## config.mk

```make
export PLATFORM = sky130hd
export DESIGN_NAME = read_n_and_quality_trimmer
export DESIGN_NICKNAME = d
export VERILOG_FILES = /design/src/hdl/rdqt_pkg.sv /design/src/hdl/rdqt_qwin.sv /design/src/hdl/read_n_and_quality_trimmer.sv
export VERILOG_INCLUDE_DIRS = /design/src /design/src/hdl
export SDC_FILE = /design/constraint.sdc
export NUM_CORES = 1
export LEC_CHECK = 0
export BUFFER_PORTS_ARGS = -buffer_cell sky130_fd_sc_hd__buf_4
export CORE_UTILIZATION = 31
export CTS_BUF_LIST = sky130_fd_sc_hd__clkbuf_8
export DETAILED_ROUTE_END_ITERATION = 7
export GPL_TIMING_DRIVEN = 0
export PLACE_DENSITY_LB_ADDON = 0.08
export SKIP_LAST_GASP = 1
export SLEW_MARGIN = 15
export SYNTH_ARGS = -nofsm -noshare
export SYNTH_HDL_FRONTEND = slang
export SYNTH_SLANG_ARGS = --single-unit
```

## constraint.sdc

```tcl
create_clock -name clk -period 26.2 [get_ports clk]
set_input_delay 2.62 -clock clk [delete_from_list [all_inputs] [get_ports clk]]
set_output_delay 2.62 -clock clk [all_outputs]
set_load 0.1 [all_outputs]
```

## src/hdl/assert_macros.svh

```systemverilog
// ----------------------------------------------------------------------------
// assert_macros.svh
// Assertion shorthands; every user has clk and rst_n in scope.
// ----------------------------------------------------------------------------
`ifndef ASSERT_MACROS_SVH
`define ASSERT_MACROS_SVH

// Expression holds at every clock edge outside reset.
`define ASSERT_ALWAYS(label, expr, msg) \
    label: assert property (@(posedge clk) disable iff (!rst_n) (expr)) \
        else $error(msg);

// Antecedent implies consequent in the same cycle.
`define ASSERT_IMPLY(label, ante, cons, msg) \
    label: assert property (@(posedge clk) disable iff (!rst_n) (ante) |-> (cons)) \
        else $error(msg);

// Antecedent implies consequent in the next cycle.
`define ASSERT_NEXT(label, ante, cons, msg) \
    label: assert property (@(posedge clk) disable iff (!rst_n) (ante) |=> (cons)) \
        else $error(msg);

`endif

```

## src/hdl/rdqt_pkg.sv

```systemverilog
// ----------------------------------------------------------------------------
// rdqt_pkg
// Shared constants and helpers of the read N/quality trimmer.
// ----------------------------------------------------------------------------
package rdqt_pkg;

    localparam int DEF_MAX_READ_LEN = 512;
    localparam int CHAR_W           = 8;
    localparam int QUAL_W           = 8;
    localparam int WIN_W            = 10;   // window ports and min_good_run
    localparam int CFG_W            = 10;   // widest config register
    localparam int CFG_IDX_W        = 1;

    localparam logic [CFG_IDX_W-1:0] CFG_QUALITY_CUTOFF = 1'd0;
    localparam logic [CFG_IDX_W-1:0] CFG_MIN_GOOD_RUN   = 1'd1;

    localparam logic [QUAL_W-1:0] RST_QUALITY_CUTOFF = 8'd0;
    localparam logic [WIN_W-1:0]  RST_MIN_GOOD_RUN   = 10'd16;

    localparam logic [CHAR_W-1:0] CHAR_A     = 8'h41;
    localparam logic [CHAR_W-1:0] CHAR_C     = 8'h43;
    localparam logic [CHAR_W-1:0] CHAR_G     = 8'h47;
    localparam logic [CHAR_W-1:0] CHAR_T     = 8'h54;
    localparam logic [CHAR_W-1:0] CHAR_N     = 8'h4E;
    localparam logic [CHAR_W-1:0] CASE_DELTA = 8'h20;

    function automatic logic is_acgt(input logic [CHAR_W-1:0] ch);
        is_acgt = (ch == CHAR_A) || (ch == CHAR_C) || (ch == CHAR_G) || (ch == CHAR_T);
    endfunction

endpackage

```

## src/hdl/rdqt_qwin.sv

```systemverilog
// ----------------------------------------------------------------------------
// rdqt_qwin
// Low-quality flag memory and the serial quality-window scan over it.
// ----------------------------------------------------------------------------
module rdqt_qwin #(
    parameter int MAX_READ_LEN = rdqt_pkg::DEF_MAX_READ_LEN,
    parameter int POS_W        = $clog2(MAX_READ_LEN + 1),
    parameter int AW           = $clog2(MAX_READ_LEN)
) (
    input  logic                        clk,
    input  logic                        rst_n,
    // flag write port, one per stored base
    input  logic                        flag_we,
    input  logic [AW-1:0]               flag_addr,
    input  logic                        flag_data,
    // scan request
    input  logic                        scan_go,
    input  logic [POS_W-1:0]            scan_len,
    input  logic [POS_W-1:0]            scan_start,
    input  logic [rdqt_pkg::WIN_W-1:0]  scan_min,
    // scan result
    output logic                        scan_done,
    output logic [POS_W-1:0]            good_lo,
    output logic [POS_W-1:0]            good_hi
);
    import rdqt_pkg::*;

    localparam int CMP_W = (POS_W > WIN_W) ? POS_W : WIN_W;

    logic                flag_mem [MAX_READ_LEN];
    logic                rd_flag_reg;

    logic                run_reg,  run_next;
    logic                pvld_reg, pvld_next;
    logic [POS_W-1:0]    issue_reg, issue_next;
    logic [POS_W-1:0]    pidx_reg,  pidx_next;
    logic [POS_W-1:0]    len_reg,   len_next;
    logic [POS_W-1:0]    cs_reg,    cs_next;
    logic [POS_W-1:0]    q0_reg,    q0_next;
    logic [POS_W-1:0]    q1_reg,    q1_next;
    logic [CMP_W-1:0]    best_reg,  best_next;
    logic                done_reg,  done_next;

    logic                issuing;
    logic                take;
    logic [POS_W-1:0]    run_len;
    logic [POS_W-1:0]    tail_len;

    // flag memory: one write port from intake, one registered read for the scan
    always_ff @(posedge clk)
    begin
        if (flag_we)
        begin
            flag_mem[flag_addr] <= flag_data;
        end
        rd_flag_reg <= flag_mem[issue_reg[AW-1:0]];
    end

    assign issuing  = run_reg && (issue_reg < len_reg);
    assign run_len  = pidx_reg - cs_reg;
    assign take     = pvld_reg && rd_flag_reg
                      && (pidx_reg >= q0_reg) && (pidx_reg < q1_reg);
    assign tail_len = len_reg - cs_reg;

    always_comb
    begin
        run_next   = run_reg;
        pvld_next  = issuing;
        issue_next = issue_reg;
        pidx_next  = issue_reg;
        len_next   = len_reg;
        cs_next    = cs_reg;
        q0_next    = q0_reg;
        q1_next    = q1_reg;
        best_next  = best_reg;
        done_next  = 1'b0;

        if (scan_go)
        begin
            run_next   = 1'b1;
            pvld_next  = 1'b0;
            issue_next = '0;
            len_next   = scan_len;
            cs_next    = scan_start;
            q0_next    = '0;
            q1_next    = scan_len;
            best_next  = CMP_W'(scan_min);
        end
        else if (run_reg)
        begin
            if (issuing)
            begin
                issue_next = issue_reg + POS_W'(1);
            end
            // low-quality base inside the window as updated so far
            if (take)
            begin
                if ((pidx_reg >= cs_reg) && (CMP_W'(run_len) > best_reg))
                begin
                    q0_next   = cs_reg;
                    q1_next   = pidx_reg;
                    best_next = CMP_W'(run_len);
                end
                cs_next = pidx_reg + POS_W'(1);
            end
            // all flags read and processed: trailing run check
            if (!issuing && !pvld_reg)
            begin
                run_next  = 1'b0;
                done_next = 1'b1;
                if (CMP_W'(tail_len) > best_reg)
                begin
                    q0_next = cs_reg;
                    q1_next = len_reg;
                end
            end
        end
    end

    always_ff @(posedge clk or negedge rst_n)
    begin
        if (!rst_n)
        begin
            run_reg  <= 1'b0;
            pvld_reg <= 1'b0;
            done_reg <= 1'b0;
        end
        else
        begin
            run_reg  <= run_next;
            pvld_reg <= pvld_next;
            done_reg <= done_next;
        end
    end

    always_ff @(posedge clk)
    begin
        issue_reg <= issue_next;
        pidx_reg  <= pidx_next;
        len_reg   <= len_next;
        cs_reg    <= cs_next;
        q0_reg    <= q0_next;
        q1_reg    <= q1_next;
        best_reg  <= best_next;
    end

    assign scan_done = done_reg;
    assign good_lo   = q0_reg;
    assign good_hi   = q1_reg;

`include "assert_macros.svh"

    `ASSERT_IMPLY(a_go_when_idle, scan_go, !run_reg, "scan request while scan running")
    `ASSERT_NEXT(a_done_stops, done_reg, !run_reg && !pvld_reg, "scan active after done")
    `ASSERT_IMPLY(a_issue_bound, run_reg, issue_reg <= len_reg, "scan read past read length")

endmodule

```

## src/hdl/read_n_and_quality_trimmer.sv

```systemverilog
// ----------------------------------------------------------------------------
// read_n_and_quality_trimmer
// Masks low-quality bases of a read, finds its longest N-free window and
// its quality-trimmed window.
// ----------------------------------------------------------------------------
// Timing: a non-final base gives its result in the cycle after its accepting
//   edge, and a new base is taken every cycle while busy is low; the final base
//   holds busy through PREP and the quality scan and gives its result once the
//   serial scan, which reads one stored flag per cycle from the flag memory,
//   has finished.
// Reset: asynchronous, active low; clears control and per-read state (not ns_reg
//   and ne_reg) and loads the config defaults. The receiver cannot stall the result strobe.
// ----------------------------------------------------------------------------
module read_n_and_quality_trimmer #(
    parameter int MAX_READ_LEN = rdqt_pkg::DEF_MAX_READ_LEN
) (
    input  logic                            clk,
    input  logic                            rst_n,
    // config write port
    input  logic                            cfg_we,
    input  logic [rdqt_pkg::CFG_IDX_W-1:0]  cfg_index,
    input  logic [rdqt_pkg::CFG_W-1:0]      cfg_data,
    // command side
    input  logic                            start,
    output logic                            busy,
    input  logic [rdqt_pkg::CHAR_W-1:0]     base_char,
    input  logic [rdqt_pkg::QUAL_W-1:0]     quality_score,
    input  logic                            last_base,
    // result side, one-cycle strobe
    output logic                            valid,
    output logic [rdqt_pkg::CHAR_W-1:0]     masked_base,
    output logic                            read_done,
    output logic [rdqt_pkg::WIN_W-1:0]      n_free_start,
    output logic [rdqt_pkg::WIN_W-1:0]      n_free_end,
    output logic [rdqt_pkg::WIN_W-1:0]      good_start,
    output logic [rdqt_pkg::WIN_W-1:0]      good_end,
    output logic                            any_flaw
);
    import rdqt_pkg::*;

    localparam int POS_W = $clog2(MAX_READ_LEN + 1);
    localparam int AW    = $clog2(MAX_READ_LEN);

    localparam logic [1:0] ST_IDLE = 2'd0;   // taking bases
    localparam logic [1:0] ST_PREP = 2'd1;   // settle N window, launch scan
    localparam logic [1:0] ST_WAIT = 2'd2;   // quality scan running

    // config registers
    logic [QUAL_W-1:0]  cutoff_reg;
    logic [WIN_W-1:0]   min_run_reg;

    logic [1:0]         state_reg, state_next;

    // per-read state
    logic [POS_W-1:0]   pos_reg,       pos_next;
    logic [POS_W-1:0]   run_start_reg, run_start_next;
    logic [POS_W-1:0]   best_len_reg,  best_len_next;
    logic [POS_W-1:0]   best_start_reg, best_start_next;
    logic [POS_W-1:0]   best_end_reg,  best_end_next;
    logic               flaw_reg,      flaw_next;
    logic [POS_W-1:0]   ns_reg,        ns_next;
    logic [POS_W-1:0]   ne_reg,        ne_next;

    // result registers
    logic               valid_reg,     valid_next;
    logic [CHAR_W-1:0]  masked_reg,    masked_next;
    logic               done_reg,      done_next;
    logic [WIN_W-1:0]   nfs_reg,       nfs_next;
    logic [WIN_W-1:0]   nfe_reg,       nfe_next;
    logic [WIN_W-1:0]   gs_reg,        gs_next;
    logic [WIN_W-1:0]   ge_reg,        ge_next;
    logic               flaw_out_reg,  flaw_out_next;

    logic               accept;
    logic               low_q;
    logic               is_n;
    logic               in_range;
    logic [POS_W-1:0]   cur_len;
    logic [POS_W-1:0]   tail_len;
    logic               scan_go;
    logic               scan_done;
    logic [POS_W-1:0]   good_lo;
    logic [POS_W-1:0]   good_hi;

    assign accept   = start && (state_reg == ST_IDLE);
    assign low_q    = quality_score < cutoff_reg;
    assign is_n     = base_char == CHAR_N;
    // bases past the maximum length are masked but not stored or counted
    assign in_range = pos_reg < POS_W'(MAX_READ_LEN);
    assign cur_len  = pos_reg - run_start_reg;
    assign tail_len = pos_reg - run_start_reg;
    assign scan_go  = state_reg == ST_PREP;

    // ---------------- config port ----------------
    always_ff @(posedge clk or negedge rst_n)
    begin
        if (!rst_n)
        begin
            cutoff_reg  <= RST_QUALITY_CUTOFF;
            min_run_reg <= RST_MIN_GOOD_RUN;
        end
        else if (cfg_we)
        begin
            unique case (cfg_index)
                CFG_QUALITY_CUTOFF: cutoff_reg  <= cfg_data[QUAL_W-1:0];
                CFG_MIN_GOOD_RUN:   min_run_reg <= cfg_data[WIN_W-1:0];
                default:            ;
            endcase
        end
    end

    // ---------------- control and per-read state ----------------
    always_comb
    begin
        state_next      = state_reg;
        pos_next        = pos_reg;
        run_start_next  = run_start_reg;
        best_len_next   = best_len_reg;
        best_start_next = best_start_reg;
        best_end_next   = best_end_reg;
        flaw_next       = flaw_reg;
        ns_next         = ns_reg;
        ne_next         = ne_reg;

        valid_next      = 1'b0;
        masked_next     = masked_reg;
        done_next       = done_reg;
        nfs_next        = nfs_reg;
        nfe_next        = nfe_reg;
        gs_next         = gs_reg;
        ge_next         = ge_reg;
        flaw_out_next   = flaw_out_reg;

        unique case (state_reg)
            ST_IDLE:
            begin
                if (accept)
                begin
                    masked_next = (low_q && is_acgt(base_char))
                                  ? base_char + CASE_DELTA : base_char;
                    flaw_next   = flaw_reg || low_q || is_n;
                    if (in_range)
                    begin
                        // an N closes the current N-free run
                        if (is_n)
                        begin
                            if (cur_len > best_len_reg)
                            begin
                                best_start_next = run_start_reg;
                                best_end_next   = pos_reg;
                                best_len_next   = cur_len;
                            end
                            run_start_next = pos_reg + POS_W'(1);
                        end
                        pos_next = pos_reg + POS_W'(1);
                    end
                    if (last_base)
                    begin
                        state_next = ST_PREP;
                    end
                    else
                    begin
                        // mid-read transfer: window fields read as zero
                        valid_next    = 1'b1;
                        done_next     = 1'b0;
                        nfs_next      = '0;
                        nfe_next      = '0;
                        gs_next       = '0;
                        ge_next       = '0;
                        flaw_out_next = 1'b0;
                    end
                end
            end
            ST_PREP:
            begin
                // no run beat zero: window spans the read unless the tail wins
                ns_next = best_start_reg;
                ne_next = (best_len_reg == '0) ? pos_reg : best_end_reg;
                if (tail_len > best_len_reg)
                begin
                    ns_next = run_start_reg;
                    ne_next = pos_reg;
                end
                state_next = ST_WAIT;
            end
            ST_WAIT:
            begin
                if (scan_done)
                begin
                    valid_next      = 1'b1;
                    done_next       = 1'b1;
                    nfs_next        = WIN_W'(ns_reg);
                    nfe_next        = WIN_W'(ne_reg);
                    gs_next         = WIN_W'(good_lo);
                    ge_next         = WIN_W'(good_hi);
                    flaw_out_next   = flaw_reg;
                    // ready for the next read
                    pos_next        = '0;
                    run_start_next  = '0;
                    best_len_next   = '0;
                    best_start_next = '0;
                    best_end_next   = '0;
                    flaw_next       = 1'b0;
                    state_next      = ST_IDLE;
                end
            end
            default:
            begin
                state_next = ST_IDLE;
            end
        endcase
    end

    always_ff @(posedge clk or negedge rst_n)
    begin
        if (!rst_n)
        begin
            state_reg      <= ST_IDLE;
            pos_reg        <= '0;
            run_start_reg  <= '0;
            best_len_reg   <= '0;
            best_start_reg <= '0;
            best_end_reg   <= '0;
            flaw_reg       <= 1'b0;
            valid_reg      <= 1'b0;
        end
        else
        begin
            state_reg      <= state_next;
            pos_reg        <= pos_next;
            run_start_reg  <= run_start_next;
            best_len_reg   <= best_len_next;
            best_start_reg <= best_start_next;
            best_end_reg   <= best_end_next;
            flaw_reg       <= flaw_next;
            valid_reg      <= valid_next;
        end
    end

    always_ff @(posedge clk)
    begin
        ns_reg       <= ns_next;
        ne_reg       <= ne_next;
        masked_reg   <= masked_next;
        done_reg     <= done_next;
        nfs_reg      <= nfs_next;
        nfe_reg      <= nfe_next;
        gs_reg       <= gs_next;
        ge_reg       <= ge_next;
        flaw_out_reg <= flaw_out_next;
    end

    // ---------------- flag memory and quality scan ----------------
    rdqt_qwin #(
        .MAX_READ_LEN (MAX_READ_LEN),
        .POS_W        (POS_W),
        .AW           (AW)
    ) u_qwin (
        .clk        (clk),
        .rst_n      (rst_n),
        .flag_we    (accept && in_range),
        .flag_addr  (pos_reg[AW-1:0]),
        .flag_data  (low_q),
        .scan_go    (scan_go),
        .scan_len   (pos_reg),
        .scan_start (ns_next),
        .scan_min   (min_run_reg),
        .scan_done  (scan_done),
        .good_lo    (good_lo),
        .good_hi    (good_hi)
    );

    // The scan latches its start on the edge that leaves PREP, the same edge
    // that loads ns_reg, so it takes the N window start straight from PREP.

    assign busy         = state_reg != ST_IDLE;
    assign valid        = valid_reg;
    assign masked_base  = masked_reg;
    assign read_done    = done_reg;
    assign n_free_start = nfs_reg;
    assign n_free_end   = nfe_reg;
    assign good_start   = gs_reg;
    assign good_end     = ge_reg;
    assign any_flaw     = flaw_out_reg;

`include "assert_macros.svh"

    `ASSERT_NEXT(a_mid_read_result, start && !busy && !last_base, valid && !read_done, "mid-read base gave no transfer")
    `ASSERT_NEXT(a_last_goes_busy, start && !busy && last_base, busy && !valid, "final base did not start the scan")
    `ASSERT_ALWAYS(a_pos_bound, pos_reg <= POS_W'(MAX_READ_LEN), "read position past maximum")
    `ASSERT_IMPLY(a_done_pairs_wait, scan_done, state_reg == ST_WAIT, "scan finished outside wait")

endmodule
```

==> results.tsv, run 1 <==
metric	value	unit
most flop-heavy register	u_qwin.flag_mem	
Clock Path Buffers	3	
antenna-violating nets left	0	
main combinational cell family by area after synthesis	simple AND/OR/NAND/NOR gates	
total core area	0.1072	mm²
number of setup violations in the final report	0	
family with the most delay on the worst path	compound AO/OA/AOI/OAI gates	
top cells by area in the synthesized netlist	sky130_fd_sc_hd__edfxtp_1 (55%), sky130_fd_sc_hd__mux4_2 (6.9%), sky130_fd_sc_hd__nor2_1 (6.8%)	
number of H-tree levels	4	
area leader, netlist	sky130_fd_sc_hd__edfxtp_1	
sum of internal, switching and leakage power	3788	µW
Routed WL per cell	25.89	µm
Synth Net Count	2801	
final clock period utilization by the worst path	21.86	%
antenna violations before repair	4	
logic depth of the worst register-to-register path	11	
Avg Vias per Cell	5.136	
Layout Skew	0.04102	ns
cell area after placement	0.03619	mm²
fin util	36.08	%
number of nets in the final layout	3033	
worst min path class	reg2reg	
non-filler cells, final	4413	
final sum of negative setup slack	0	ns
sinks on the clock net	728	
most common library cell in the layout ignoring fill and taps	sky130_fd_sc_hd__edfxtp_1	
HPWL after DPL	76470	µm
total stage count of the critical path	11	
wire length of the first global-routing pass	162200	µm
gr ovfl total	0	
final number of max-transition violations	0	
fraction of final layout cells with drive strength greater than 1	15.94	%
cell at the root of the clock tree	sky130_fd_sc_hd__clkbuf_8	
detailed-routing iteration count for the pre-antenna-repair pass	5	
leakage	0.01321	µW
area of the die	0.1095	mm²
worst-case register-to-register setup slack	20.47	ns
hold bufs inserted after CTS	0	
detailed-route DRC error count	0	
#FFs+latches synth	728	
cell type with the highest occurrence count on the critical path	sky130_fd_sc_hd__clkbuf_1	
RePlAce Congestion	0.8377	
syn_area_per_cell	12.58	µm²
distinct cell type count of the synthesized netlist	70	
Critical Path Start Type	register	
asr flop ratio synth	10.30	%
drt total wl	114200	µm
Synth top area share	54.79	%
Synth Area in Compound Gates	6.039	%
flip-flop count of the largest register, all copies and words added	512	
slowest stage delay, CP	0.90	ns
area growth from synthesis to final layout	15.32	%
initial DRC count	2017	
x dimension of the die	330.9	µm
number of clock buffers inserted by TritonCTS	137	
via count of the first global-routing pass	23230	
outcome	completed	
multiplexer share of the synthesized area	10.18	%
cell total after placement	4161	
fill count	10690	
Worst-Skew Late Latency	0.80	ns
number of vias after detailed routing	22670	
xor/xnor share of the synthesized area	1.123	%
simple logic cell fraction of the synthesized area	12.51	%
type of the worst setup path	reg2reg	
actual transition at the worst max-transition pin	1.279	ns
total count of hold-check failures in the final report	0	
top-level port count	84	
headroom to the max-slew limit	14.72	%
Clk pin slew, worst setup/hold paths	0.05	ns
number of standard-cell rows in the floorplan	120	
slowest cell on the critical path	sky130_fd_sc_hd__clkbuf_1	
WP buf/inv	3	
VDD IR max	0.06065	mV
Seq/Total Area, Yosys	62.83	%
post-route standard cell area excluding fillers	0.03868	mm²
Port Buffer Count	83	
data arrival time at the worst-slack endpoint	6.33	ns
total power divided by cell area	97.92	mW/mm²
worst hold path depth	0	
CTS tree	built	
Max-cap violations	0	
post-cts repair resize count	0	
Crit. End Element	register	
initial core utilization	31.29	%
Post CTS Setup Buffer Count	0	
number of synthesis warnings	0	
data required time of the critical path	26.80	ns
Most used DFF post-synth	sky130_fd_sc_hd__edfxtp_1	
pin count of the biggest net entering global routing	98	
post-synthesis share of cell area spent on full adders, half adders and majority gates	3.909	%
Tot GR Track Use	21.05	%
cells along the critical path	clkbuf_1 > clkbuf_1 > nand3b_1 > clkbuf_1 > o221ai_1 > a21oi_1 > o311ai_0 > nand2_1 > o211ai_1 > o21ai_0 > a211oi_1	
final critical-path required period	5.728	ns
area of the mapped netlist	0.03354	mm²
top library cells by usage in the layout, fill and taps aside	sky130_fd_sc_hd__edfxtp_1 (612), sky130_fd_sc_hd__nor2_1 (609), sky130_fd_sc_hd__nand2_1 (173)	
maximum clock frequency	0.1746	GHz
die height	330.9	µm
largest fanout on the critical path	10	
EDFF count, synth	612	
setup repair after global routing missed its margin	false	
Synth Instances	2666	
## report_power, final
group | internal, µW | switching (µW) | leakage, µW | total, µW
Sequential | 1410 | 56.4 | 0.00682 | 1470
Clock | 516 | 495 | 0.00145 | 1010
Combinational | 442 | 865 | 0.00495 | 1310
Total | 2370 | 1420 | 0.0132 | 3790
## path summary, 6_finish.rpt
path                                     startpoint                 end
worst min-delay path            u_qwin.issue_reg[0]  u_qwin.pidx_reg[0]
worst min register to register  u_qwin.issue_reg[0]  u_qwin.pidx_reg[0]
worst max-delay path            u_qwin.issue_reg[3]  u_qwin.rd_flag_reg
max in group asynchronous                     rst_n     best_len_reg[5]
min in group asynchronous                     rst_n      u_qwin.run_reg
worst max register to register  u_qwin.issue_reg[3]  u_qwin.rd_flag_reg
## per-stage QoR
| step | setup WS, ns | hold WS (ns) |
|---|---|---|
| after detailed placement | 19.84 | 0.3777 |
| after global placement | 10.31 | 0.3815 |
| after CTS | 20.43 | 0.3852 |
| after floorplan | 15.52 | 0.3529 |
| after global routing | 20.17 | 0.4002 |
| final | 20.47 | 0.3823 |
## synth_stat cells, types with 24 or more instances
| cell | n |
|---|---|
| sky130_fd_sc_hd__a21oi_1 | 74 |
| sky130_fd_sc_hd__and2_1 | 26 |
| sky130_fd_sc_hd__clkbuf_1 | 135 |
| sky130_fd_sc_hd__dfrtp_1 | 74 |
| sky130_fd_sc_hd__dfxtp_1 | 41 |
| sky130_fd_sc_hd__edfxtp_1 | 612 |
| sky130_fd_sc_hd__ha_1 | 100 |
| sky130_fd_sc_hd__inv_1 | 93 |
| sky130_fd_sc_hd__mux2_2 | 60 |
| sky130_fd_sc_hd__mux2i_1 | 42 |
| sky130_fd_sc_hd__mux4_2 | 103 |
| sky130_fd_sc_hd__nand2_1 | 173 |
| sky130_fd_sc_hd__nand3_1 | 52 |
| sky130_fd_sc_hd__nor2_1 | 611 |
| sky130_fd_sc_hd__nor2b_1 | 24 |
| sky130_fd_sc_hd__nor3_1 | 31 |
| sky130_fd_sc_hd__o21ai_0 | 81 |
| sky130_fd_sc_hd__o22ai_1 | 24 |
## final cells by class
cell class / count / area, µm² / share of cell area (%)
well taps: 1403 / 1755 / 4.538
clock buffers: 147 / 2023 / 5.230
inverters: 97 / 364.1 / 0.9413
clock inverters: 99 / 424.2 / 1.097
multi-input cells: 1663 / 11380 / 29.41
diodes: 5 / 12.51 / 0.03235
flip-flops and latches: 728 / 21080 / 54.49
repair buffers: 93 / 865.8 / 2.238
plain buffers: 178 / 782.0 / 2.022
## cell families after synthesis
kind of cell / Yosys count
AO/OA/AOI/OAI: 317
XOR/XNOR: 43
adder cells (fa/ha/maj): 103
buffers and inverters: 275
flip-flops: 728
multiplexers: 205
AND/OR/NAND/NOR: 995
## layer usage
metal  vias up  global-route usage, %  wire length [µm]
met1     11500                  26.45             47020
met5         -                      0                 0
met2       840                  35.15             55250
li1      10120                      -                 -
met3       204                  5.054              8418
met4         0                  7.649              3548
No activity file was read; power rests on OpenSTA's default activity.
==> run 2, diff against run 1 <==
==> constraint.sdc (replaced) <==
create_clock -name clk -period 5.66 [get_ports clk]
set_input_delay 0.566 -clock clk [delete_from_list [all_inputs] [get_ports clk]]
set_output_delay 0.566 -clock clk [all_outputs]
set_load 0.1 [all_outputs]
==> run 2 against run 1 <==
  * Count of clock-buffer cells in the layout increased by 1
  * Setup slack worse by 20 ns
  * Global-route usage rose by 0.15 points
  * Sequential power grew to 4.6 times the previous value
  * Clock power rose to 4.8 times the previous value
  * Via count rose by 0.53%
  * Power grew to 4.7 times the previous value
  * First-iteration DRC count grew 2.5%
  * Design area grew 0.85%
  * Combinational power grew to 4.6 times the previous value
  * Critical path type unchanged
  * Largest cell class unchanged
  * Largest power group unchanged
==> results.tsv, run 2 (synthesis results as in run 1) <==
metric	value	unit	change
Avg Vias per Cell	5.137		about the same
HPWL after DPL	76280	µm	-0.25%
Tot GR Track Use	21.20	%	+0.15 points
type of the worst setup path	reg2reg		
top library cells by usage in the layout, fill and taps aside	sky130_fd_sc_hd__edfxtp_1 (612), sky130_fd_sc_hd__nor2_1 (609), sky130_fd_sc_hd__nand2_1 (172)		
antenna-violating nets left	0		unchanged
outcome	completed		
number of nets in the final layout	3054		+0.69%
area of the die	0.1095	mm²	unchanged
detailed-routing iteration count for the pre-antenna-repair pass	5		unchanged
Worst-Skew Late Latency	0.83	ns	+0.03 ns
final sum of negative setup slack	0	ns	unchanged
flip-flop count of the largest register, all copies and words added	512		unchanged
total power divided by cell area	455.8	mW/mm²	+370%
fraction of final layout cells with drive strength greater than 1	15.99	%	+0.049 points
Routed WL per cell	25.94	µm	+0.22%
number of clock buffers inserted by TritonCTS	139		+1.5%
hold slack final	0.1155	ns	-0.2667 ns
setup repair after global routing missed its margin	false		
cell area after placement	0.03619	mm²	about the same
pin count of the biggest net entering global routing	95		-3.1%
gr ovfl total	0		unchanged
maximum clock frequency	0.1789	GHz	+2.5%
area growth from synthesis to final layout	16.29	%	
Port Buffer Count	83		unchanged
actual transition at the worst max-transition pin	1.310	ns	+0.03037 ns
most flop-heavy register	u_qwin.flag_mem		
top-level port count	84		unchanged
antenna violations before repair	3		-1
VDD IR max	0.2151	mV	+250%
data required time of the critical path	6.29	ns	-20.51 ns
number of standard-cell rows in the floorplan	120		unchanged
Layout Skew	0.04762	ns	+0.006593 ns
Crit. End Element	register		
cell at the root of the clock tree	sky130_fd_sc_hd__clkbuf_8		
wire length of the first global-routing pass	164000	µm	+1.1%
Critical Path Start Type	register		
via count of the first global-routing pass	23160		-0.32%
largest fanout on the critical path	10		unchanged
post-route standard cell area excluding fillers	0.03901	mm²	+0.85%
Max-cap violations	0		unchanged
Clk pin slew, worst setup/hold paths	0.06	ns	about the same
RePlAce Congestion	0.8408		+0.37%
x dimension of the die	330.9	µm	unchanged
headroom to the max-slew limit	12.69	%	-2.0 points
data arrival time at the worst-slack endpoint	6.22	ns	-0.11 ns
most common library cell in the layout ignoring fill and taps	sky130_fd_sc_hd__edfxtp_1		
number of vias after detailed routing	22780		+0.53%
initial core utilization	31.29	%	unchanged
detailed-route DRC error count	0		unchanged
leakage	0.01334	µW	+0.91%
number of H-tree levels	4		unchanged
CTS tree	built		
final number of max-transition violations	0		unchanged
die height	330.9	µm	unchanged
total count of hold-check failures in the final report	0		unchanged
final clock period utilization by the worst path	98.74	%	+77 points
fin util	36.39	%	+0.31 points
worst min path class	in2reg		
number of setup violations in the final report	0		unchanged
drt total wl	115100	µm	+0.72%
final critical-path required period	5.589	ns	-0.1399 ns
sinks on the clock net	728		unchanged
initial DRC count	2067		+2.5%
Clock Path Buffers	3		unchanged
total core area	0.1072	mm²	unchanged
run 2: cell types whose count changed in the layout (fill, tap and decap cells not counted), sizes merged, moves of 2 or more:
cell	previous run	this run
dlygate4sd3	0	20
bufinv	0	3
clkdlybuf4s15	0	2
clkinvlp	4	6
inv	152	150
run 2: report_power, final:
group          leakage, µW  internal [µW]  switching, µW
Combinational      0.00504           2070           4030
Clock              0.00148           2550           2340
Sequential         0.00682           6540            259
Total               0.0133          11200           6620
run 2: area by class of cell:
type                    count  area [µm²]
repair buffers            112        1050
plain buffers             178       797.0
inverters                  97       364.1
fillers                 10670       68190
well taps                1403        1755
clock buffers             148        2037
flip-flops and latches    728       21080
multi-input cells        1663       11380
clock inverters           101       533.0
diodes                      5       12.51
run 2: path summary, 6_finish.rpt:
path                                       to                start  slack [ns]  depth (start not counted)
max reg2reg                u_qwin.rd_flag_reg  u_qwin.issue_reg[3]        0.07                          9
min                            masked_base[6]         base_char[6]        0.12                          2
max                        u_qwin.rd_flag_reg  u_qwin.issue_reg[3]        0.07                          9
min reg2reg                u_qwin.pidx_reg[9]  u_qwin.issue_reg[9]        0.39                          0
min in group asynchronous       cutoff_reg[1]                rst_n        0.37                          2
max in group asynchronous     best_len_reg[6]                rst_n        4.69                          2
run 2: critical path: stages (launching register included):
cell and delay, ns:
sky130_fd_sc_hd__dfxtp_1 0.40, sky130_fd_sc_hd__clkbuf_1 0.41, sky130_fd_sc_hd__buf_2 0.60, sky130_fd_sc_hd__buf_2 0.50, sky130_fd_sc_hd__buf_2 0.50, sky130_fd_sc_hd__clkdlybuf4s15_1 0.92, sky130_fd_sc_hd__o21ai_0 0.28, sky130_fd_sc_hd__a2111oi_0 0.95
sky130_fd_sc_hd__a211oi_1 0.11, sky130_fd_sc_hd__a211oi_1 0.70
run 2: what timing repair did:
item | 4_1_cts | 5_1_grt
hold endpoints to repair | 101 | 0
setup endpoints to repair | 0 | 32
hold buffers | 20 | 0
setup buffers | 0 | 0
gates resized for setup | 0 | 13
run 2: routing by layer:
layer | global-route usage (%) | part of all wire (%) | vias up
li1 | - | - | 10170
met1 | 27.59 | 43 | 11680
met2 | 35.74 | 49 | 753
met3 | 3.593 | 5.8 | 176
met4 | 7.000 | 2.7 | 0
met5 | 0 | 0 | -
run 2: per-stage QoR:
step                instances  power (µW)  worst slack (ns)
floorplan                2666       10820             1.120
detailed placement       4161       13030           0.03412
global placement         4152       12920           -0.6371
finish                   4435       17780           0.07146
global route             4434       18700           0.01283
CTS                      4430       17990          0.002391
